==> config.mk <==
export PLATFORM = sky130hd
export DESIGN_NAME = move_to_front_recency_list
export DESIGN_NICKNAME = d
export VERILOG_FILES = /design/src/design/mtf_pkg.sv /design/src/design/move_to_front_recency_list.sv
export SDC_FILE = /design/constraint.sdc
export NUM_CORES = 1
export LEC_CHECK = 0
export BUFFER_PORTS_ARGS = -buffer_cell sky130_fd_sc_hd__buf_2
export CAP_MARGIN = 0
export CORE_ASPECT_RATIO = 1.5
export CORE_UTILIZATION = 45
export CTS_CLUSTER_DIAMETER = 50
export DETAILED_ROUTE_END_ITERATION = 8
export GPL_ROUTABILITY_DRIVEN = 0
export MAX_ROUTING_LAYER = met4
export PLACE_DENSITY_LB_ADDON = 0.12
export SLEW_MARGIN = 20
export SYNTH_ARGS = -nofsm -noshare
export SYNTH_HDL_FRONTEND = slang
export SYNTH_SLANG_ARGS = --single-unit
==> constraint.sdc <==
create_clock -name clk -period 5.5 [get_ports clk]
set_clock_uncertainty 0.05 [all_clocks]
set_input_delay 0.55 -clock clk [delete_from_list [all_inputs] [get_ports clk]]
set_output_delay 0.55 -clock clk [all_outputs]
set_load 0.02 [all_outputs]
==> src/design/mtf_pkg.sv <==
// Shared constants and codes for the move-to-front recency list.
`default_nettype none

package mtf_pkg;

    // Number of list entries held in the tag memory.
    localparam int DEPTH   = 64;
    localparam int ADDR_W  = (DEPTH > 1) ? $clog2(DEPTH) : 1;
    localparam int CNT_W   = $clog2(DEPTH + 1);

    // Fixed field widths of the words on the two channels.
    localparam int TAG_W   = 16;
    localparam int STEPS_W = 16;
    localparam int BIT_W   = $clog2(STEPS_W);
    localparam int LEN_W   = 7;
    localparam int STAT_W  = 2;

    localparam logic FUNC_INSERT = 1'b0;
    localparam logic FUNC_SWITCH = 1'b1;

    typedef enum logic [STAT_W-1:0] {
        ST_OK    = 2'd0,
        ST_FULL  = 2'd1,
        ST_EMPTY = 2'd2
    } status_t;

endpackage

`default_nettype wire

==> src/design/move_to_front_recency_list.sv <==
// Top level of the move-to-front recency list: tag memory, walker and result register.
// The block keeps an ordered list of 16-bit tags, most recent at the front.
// Input words arrive on item_valid/item_ready with func, tag and steps; every
// accepted word yields exactly one result word on result_valid/result_ready
// carrying front_tag, list_length and status.
// The list lives in one synchronous memory used as a ring: a head pointer
// marks the front, so an insert only moves the head back and writes one
// entry. An insert, a rejected insert into a full list and a switch on an
// empty list are answered at once: the result word is registered at the
// same edge that accepts the input word.
// A switch first reduces steps modulo the current length with a bit-serial
// restoring remainder, then reads the picked entry and walks the entries ahead
// of it back by one, one entry per cycle through the single read and write
// port of the memory, and finally writes the picked tag at the front.
// One word is worked on at a time. item_ready is high only while the block is
// idle and its result register is empty or being emptied in that cycle, so a
// stalled receiver holds back the next input word but never loses a result.
// Reset empties the list at once; the memory is never read before written.
`default_nettype none

module move_to_front_recency_list (
    input  wire logic                          clk,
    input  wire logic                          rst_n,
    input  wire logic                          item_valid,
    output logic                               item_ready,
    input  wire logic                          func,
    input  wire logic [mtf_pkg::TAG_W-1:0]     tag,
    input  wire logic [mtf_pkg::STEPS_W-1:0]   steps,
    output logic                               result_valid,
    input  wire logic                          result_ready,
    output logic [mtf_pkg::TAG_W-1:0]          front_tag,
    output logic [mtf_pkg::LEN_W-1:0]          list_length,
    output logic [mtf_pkg::STAT_W-1:0]         status
);
    import mtf_pkg::*;

    typedef enum logic [2:0] {
        S_IDLE,
        S_DIV,
        S_READP,
        S_PICK,
        S_MOVE,
        S_FIN
    } state_t;

    // Map a position in the list to a memory address, relative to the head.
    function automatic logic [ADDR_W-1:0] phys_addr(
        input logic [ADDR_W-1:0] base,
        input logic [ADDR_W-1:0] lpos
    );
        logic [ADDR_W:0] sum;
        sum = {1'b0, base} + {1'b0, lpos};
        if (sum >= (ADDR_W + 1)'(DEPTH)) begin
            sum = sum - (ADDR_W + 1)'(DEPTH);
        end
        return sum[ADDR_W-1:0];
    endfunction

    state_t                 state_reg, state_next;
    logic [CNT_W-1:0]       count_reg, count_next;
    logic [ADDR_W-1:0]      head_reg, head_next;
    logic [TAG_W-1:0]       front_reg, front_next;
    logic [STEPS_W-1:0]     quot_reg, quot_next;
    logic [CNT_W-1:0]       rem_reg, rem_next;
    logic [BIT_W-1:0]       bit_cnt_reg, bit_cnt_next;
    logic [ADDR_W-1:0]      pos_reg, pos_next;
    logic [ADDR_W-1:0]      idx_reg, idx_next;
    logic [TAG_W-1:0]       picked_reg, picked_next;
    logic                   result_valid_reg, result_valid_next;
    logic [TAG_W-1:0]       res_front_reg, res_front_next;
    logic [LEN_W-1:0]       res_len_reg, res_len_next;
    status_t                res_status_reg, res_status_next;

    // Tag memory with one write port and one registered read port.
    logic [TAG_W-1:0]       order_mem [DEPTH];
    logic [TAG_W-1:0]       rd_data_reg;
    logic                   mem_we;
    logic [ADDR_W-1:0]      mem_waddr;
    logic [TAG_W-1:0]       mem_wdata;
    logic [ADDR_W-1:0]      rd_lpos;
    logic [ADDR_W-1:0]      mem_raddr;

    logic                   accept;
    logic [CNT_W:0]         trial;
    logic [CNT_W:0]         trial_diff;
    logic [CNT_W-1:0]       rem_step;
    logic [ADDR_W-1:0]      head_dec;

    assign item_ready = (state_reg == S_IDLE) && (!result_valid_reg || result_ready);
    assign accept     = item_valid && item_ready;

    // One step of the restoring remainder: shift in the next bit of steps.
    assign trial      = {rem_reg, quot_reg[STEPS_W-1]};
    assign trial_diff = trial - {1'b0, count_reg};
    assign rem_step   = (trial >= {1'b0, count_reg}) ? trial_diff[CNT_W-1:0]
                                                     : trial[CNT_W-1:0];

    assign head_dec   = (head_reg == '0) ? ADDR_W'(DEPTH - 1) : head_reg - 1'b1;
    assign mem_raddr  = phys_addr(head_reg, rd_lpos);

    always_comb
    begin
        state_next        = state_reg;
        count_next        = count_reg;
        head_next         = head_reg;
        front_next        = front_reg;
        quot_next         = quot_reg;
        rem_next          = rem_reg;
        bit_cnt_next      = bit_cnt_reg;
        pos_next          = pos_reg;
        idx_next          = idx_reg;
        picked_next       = picked_reg;
        result_valid_next = result_valid_reg && !result_ready;
        res_front_next    = res_front_reg;
        res_len_next      = res_len_reg;
        res_status_next   = res_status_reg;
        mem_we            = 1'b0;
        mem_waddr         = head_reg;
        mem_wdata         = tag;
        rd_lpos           = pos_reg;

        case (state_reg)
            S_IDLE:
            begin
                if (accept) begin
                    if (func == FUNC_INSERT) begin
                        result_valid_next = 1'b1;
                        if (count_reg >= CNT_W'(DEPTH)) begin
                            res_front_next  = front_reg;
                            res_len_next    = LEN_W'(count_reg);
                            res_status_next = ST_FULL;
                        end else begin
                            mem_we          = 1'b1;
                            mem_waddr       = head_dec;
                            mem_wdata       = tag;
                            head_next       = head_dec;
                            front_next      = tag;
                            count_next      = count_reg + 1'b1;
                            res_front_next  = tag;
                            res_len_next    = LEN_W'(count_reg + 1'b1);
                            res_status_next = ST_OK;
                        end
                    end else if (count_reg == '0) begin
                        result_valid_next = 1'b1;
                        res_front_next    = '0;
                        res_len_next      = '0;
                        res_status_next   = ST_EMPTY;
                    end else begin
                        quot_next    = steps;
                        rem_next     = '0;
                        bit_cnt_next = '0;
                        state_next   = S_DIV;
                    end
                end
            end

            S_DIV:
            begin
                rem_next     = rem_step;
                quot_next    = {quot_reg[STEPS_W-2:0], 1'b0};
                bit_cnt_next = bit_cnt_reg + 1'b1;
                if (bit_cnt_reg == BIT_W'(STEPS_W - 1)) begin
                    pos_next   = ADDR_W'(rem_step);
                    state_next = S_READP;
                end
            end

            S_READP:
            begin
                rd_lpos    = pos_reg;
                state_next = S_PICK;
            end

            S_PICK:
            begin
                picked_next = rd_data_reg;
                if (pos_reg == '0) begin
                    // The picked entry is already at the front.
                    result_valid_next = 1'b1;
                    res_front_next    = front_reg;
                    res_len_next      = LEN_W'(count_reg);
                    res_status_next   = ST_OK;
                    state_next        = S_IDLE;
                end else begin
                    rd_lpos    = pos_reg - 1'b1;
                    idx_next   = pos_reg;
                    state_next = S_MOVE;
                end
            end

            S_MOVE:
            begin
                // The read data is the entry just ahead of idx.
                mem_we    = 1'b1;
                mem_waddr = phys_addr(head_reg, idx_reg);
                mem_wdata = rd_data_reg;
                rd_lpos   = (idx_reg >= ADDR_W'(2)) ? idx_reg - ADDR_W'(2) : '0;
                idx_next  = idx_reg - 1'b1;
                if (idx_reg == ADDR_W'(1)) begin
                    state_next = S_FIN;
                end
            end

            S_FIN:
            begin
                mem_we            = 1'b1;
                mem_waddr         = head_reg;
                mem_wdata         = picked_reg;
                front_next        = picked_reg;
                result_valid_next = 1'b1;
                res_front_next    = picked_reg;
                res_len_next      = LEN_W'(count_reg);
                res_status_next   = ST_OK;
                state_next        = S_IDLE;
            end

            default:
            begin
                state_next = S_IDLE;
            end
        endcase
    end

    always_ff @(posedge clk)
    begin
        if (mem_we) begin
            order_mem[mem_waddr] <= mem_wdata;
        end
        rd_data_reg <= order_mem[mem_raddr];
    end

    always_ff @(posedge clk or negedge rst_n)
    begin
        if (!rst_n) begin
            state_reg        <= S_IDLE;
            count_reg        <= '0;
            head_reg         <= '0;
            result_valid_reg <= 1'b0;
        end else begin
            state_reg        <= state_next;
            count_reg        <= count_next;
            head_reg         <= head_next;
            result_valid_reg <= result_valid_next;
        end
    end

    always_ff @(posedge clk)
    begin
        front_reg      <= front_next;
        quot_reg       <= quot_next;
        rem_reg        <= rem_next;
        bit_cnt_reg    <= bit_cnt_next;
        pos_reg        <= pos_next;
        idx_reg        <= idx_next;
        picked_reg     <= picked_next;
        res_front_reg  <= res_front_next;
        res_len_reg    <= res_len_next;
        res_status_reg <= res_status_next;
    end

    assign result_valid = result_valid_reg;
    assign front_tag    = res_front_reg;
    assign list_length  = res_len_reg;
    assign status       = res_status_reg;

    // The list never holds more entries than the memory has.
    a_count_bound: assert property (@(posedge clk) disable iff (!rst_n)
        count_reg <= CNT_W'(DEPTH))
        else $error("entry count exceeds memory depth");

    // While a switch is being worked on, no result word is pending.
    a_busy_no_result: assert property (@(posedge clk) disable iff (!rst_n)
        (state_reg != S_IDLE) |-> !result_valid_reg)
        else $error("result pending while a switch is in progress");

    // An accepted insert is answered at the next edge.
    a_insert_result: assert property (@(posedge clk) disable iff (!rst_n)
        (accept && func == FUNC_INSERT) |=> (result_valid_reg && state_reg == S_IDLE))
        else $error("insert did not produce a result word");

    // Only an accepted insert changes the length of the list.
    a_count_change: assert property (@(posedge clk) disable iff (!rst_n)
        (count_reg != $past(count_reg)) |-> $past(accept && func == FUNC_INSERT))
        else $error("entry count changed without an insert");

endmodule

`default_nettype wire

==> qor.txt <==
Reg clk slew, reported paths - 0.06 ns
power density relative to cell area - 448.3 nW/µm²
nets - 2460
largest net degree at the start of global routing - 65
sum of routed wire segments on met1 - 44290 µm
number of warnings reported in the yosys synthesis log - 0
area delta synth->final - 14.50%
share of the synthesized area in the top cell type - 0.7243
number of vias in the routed layout - 22622
TritonCTS clock tree - built
library cell occupying the most area in the post-synthesis netlist - sky130_fd_sc_hd__edfxtp_1
worst min-delay path category - in -> reg
count of input and output buffers - 63
Synth async-reset ratio - 0.01474
status - finished clean
Max Used Layer - met4
Hold Slack - 0.08355 ns
summed instance area of the synthesized netlist - 46430 µm²
P_sw - 6.951 mW
worst slew margin relative to its limit - 0.2613
setup slack at placement - 0.1261 ns
required arrival time at the worst endpoint - 6.04 ns
Int Power - 16.88 mW
total length of routed wires - 115800 µm
fraction of synthesized area in multiplexers - 0.1767
number of post-CTS setup repair buffers - 0
vias in the first global route - 23655
via-per-instance ratio - 5.961
final number of hold-violating endpoints - 0
final critical delay including setup and external delays - 5.289 ns
cell depth of the worst hold path - 2
data arrival time of the critical path - 5.83 ns
fin area - 53160 µm²
GRT Residual Overflow - 0
final antenna-violating net count - 0
least setup slack across all paths after layout - 0.2115 ns
instance area after placement - 49580 µm²
synth unique cells - 80
# IOs - 64
number of antenna violations at the first check in global routing - 3
depth of the worst register-to-register path - 15
clk sink count - 1153
Pre-antenna DRT Iters - 5
category of the most critical setup path - reg -> reg
switching power share of the total - 0.2917
top area cells in the synthesized netlist - sky130_fd_sc_hd__edfxtp_1 (72%), sky130_fd_sc_hd__mux4_2 (16%), sky130_fd_sc_hd__mux2i_1 (1.8%)
Initial Utilization - 0.4529
number of setup violations in the final report - 0
Met2 Routed Length - 63450 µm
fill count - 7992
Total Die Area - 104500 µm²
cell at the root of the clock tree - sky130_fd_sc_hd__clkbuf_16
Seq/Total Area, Yosys - 0.7404
clock insertion delay at the later pin of the skew report - 0.72 ns
share of synthesized cell area in full adder, half adder and majority cells - 0.008839
Seq cells post-synth - 1153
most common library cell in the layout ignoring fill and taps - sky130_fd_sc_hd__edfxtp_1
Core Region - 102500 µm²
width of the die - 264.3 µm
die height - 395.4 µm
max_cap viols - 0
worst reg2reg path startpoint - pos_reg[0]
share of the clock period used by the worst path after layout - 0.9616
Syn Area/Cell - 20.96 µm²
post-synthesis share of cell area spent on and, or, nand and nor gates - 0.02926
first-pass GRT wire length - 168600 µm
Achievable Freq - 189.1 MHz
synthesized net count - 2283
number of DRC violations after detailed routing - 0
H-tree lvl count - 3
Min-Delay Startpoint - steps[0]
CTS Buffer Depth - 3
LEAKAGE - 17.18 nW
endpoint of the most critical register-to-register path - rd_data_reg[10]
max-slew violation total from the final report - 0
Startpoint Class - register
Post-Syn Instances - 2215
Setup crit end kind - register
Post-Route Setup TNS - 0 ns
Detail Route met3 WL - 4538 µm
post-detailed-route wirelength per cell - 30.52 µm
largest fanout on the critical path - 22
xor and xnor fraction of the mapped netlist area - 0.004850
largest family of logic cells by synthesized area - multiplexers
register with the most flip-flops - order_mem
setup slack on the worst flop-to-flop path - 0.21 ns
setup repair after global routing missed its margin - false
end point of the worst hold path - quot_reg[0]
ratio of cells with drive above 1 in the final layout - 0.3142
number of rows created at floorplan - 144
ys flop type - sky130_fd_sc_hd__edfxtp_1
leading cell types in the layout, fill and taps excluded - sky130_fd_sc_hd__edfxtp_1 (1120), sky130_fd_sc_hd__mux4_2 (320), sky130_fd_sc_hd__buf_4 (110), sky130_fd_sc_hd__clkbuf_16 (109), sky130_fd_sc_hd__mux2i_1 (80)
share of power burned in combinational logic - 0.235
clock power share - 0.315
worst-case vdd ir drop - 302.3 µV
count of routing violations after the opening detailed-route iteration - 1954
area fraction in compound gates after synthesis - 0.02493
Largest register FFs - 1024
power share of the sequential group - 0.450
global routing usage summed across all routing layers - 0.2334
Post-synth EDFFs - 1120
actual slew at the worst max-slew pin - 1.103 ns
DP HPWL - 71370 µm
total CTS buffers - 107
-- cell usage after synthesis (all sizes together), types with 3 or more instances --
cell type and n:
edfxtp 1120, mux4 320, mux2i 83, nand2 79
o21ai 70, buf 63, clkbuf 58, nor4 40
nor3 38, inv 37, nor2 37, ha 28
a21oi 26, nand3 18, dfrtp 17, a222oi 16
dfxtp 16, mux2 15, xnor2 15, nor2b 10
xor2 8, nand2b 6, o221ai 6, a21boi 5
a21o 5, a31oi 5, nand4 5, nor4b 5
o21a 5, a211o 4, a211oi 3, and2 3
fa 3, o2111ai 3, o21bai 3, o22ai 3
o31ai 3, or3 3
-- final cells by class --
type	instances	area (µm²)	share of cell area
Sequential cell	1153	34380	0.6466
Clock inverter	57	686.9	0.01292
Multi-Input combinational cell	903	12020	0.2262
Tap cell	1314	1644	0.03092
Timing Repair Buffer	189	1443	0.02714
Inverter	38	142.6	0.002683
Antenna cell	2	5.005	0.00009414
Clock buffer	139	2840	0.05342
-- worst max-delay path: stages, from the launching register on --
cell and delay (ns):
sky130_fd_sc_hd__edfxtp_1 0.47, sky130_fd_sc_hd__inv_1 0.09, sky130_fd_sc_hd__ha_1 0.17, sky130_fd_sc_hd__nand2b_1 0.11
sky130_fd_sc_hd__or4_1 0.48, sky130_fd_sc_hd__nand2_1 0.24, sky130_fd_sc_hd__o221ai_1 0.23, sky130_fd_sc_hd__ha_4 0.22
sky130_fd_sc_hd__fa_4 0.97, sky130_fd_sc_hd__buf_12 0.25, sky130_fd_sc_hd__buf_12 0.22, sky130_fd_sc_hd__buf_4 0.26
sky130_fd_sc_hd__mux4_2 0.33, sky130_fd_sc_hd__mux4_2 0.56, sky130_fd_sc_hd__mux2i_2 0.37, sky130_fd_sc_hd__mux2i_1 0.12
-- how the worst max path moves through the flow --
stage | from | endpoint | depth (start not counted)
6_report | pos_reg[0] | rd_data_reg[10] | 15
5_1_grt | pos_reg[0] | rd_data_reg[10] | 15
4_1_cts | pos_reg[0] | rd_data_reg[10] | 15
3_5_place_dp | pos_reg[0] | rd_data_reg[10] | 15
3_3_place_gp | pos_reg[0] | rd_data_reg[10] | 15
2_1_floorplan | state_reg[0] | order_mem[0][0] | 4
-- stage by stage --
stage | util | cells | power, mW
global route | 0.5186 | 3795 | 24.64
global placement | 0.4835 | 3596 | 16.50
floorplan | - | 2215 | 14.27
detailed placement | 0.4836 | 3596 | 16.60
CTS | 0.5181 | 3793 | 24.09
finish | 0.5186 | 3795 | 23.83
-- repair_timing --
action                                 in CTS  in global routing
setup endpoints to repair                   0                  3
gates resized for setup                     0                  4
endpoints found under the hold margin      17                  0
hold buffers                                1                  0
-- power groups by stage --
| stage | Combinational (mW) | Clock [mW] | Sequential, mW |
|---|---|---|---|
| 3_3_place_gp | 5.60 | 0 | 10.9 |
| 4_1_cts | 5.70 | 7.66 | 10.7 |
| 3_5_place_dp | 5.68 | 0 | 10.9 |
| 6_report | 5.61 | 7.51 | 10.7 |
| 2_1_floorplan | 3.44 | 0 | 10.8 |
| 5_1_grt | 5.94 | 7.97 | 10.7 |
-- routing by layer --
layer	vias up	global-route usage
met4	0	0.08306
met3	132	0.02378
li1	9646	-
met5	-	-
met2	616	0.4114
met1	12228	0.2782
-- logic make-up (layout without fill, tap and decap cells) --
group           after synthesis  after routing
flops                      1153           1153
mux                         418            418
other cells                   0              2
buf+inv                     159            423
xor+xnor                     24             24
fa+ha+maj                    31             31
compound gates              170            170
simple gates                260            260
No activity file was read; power rests on OpenSTA's default activity.
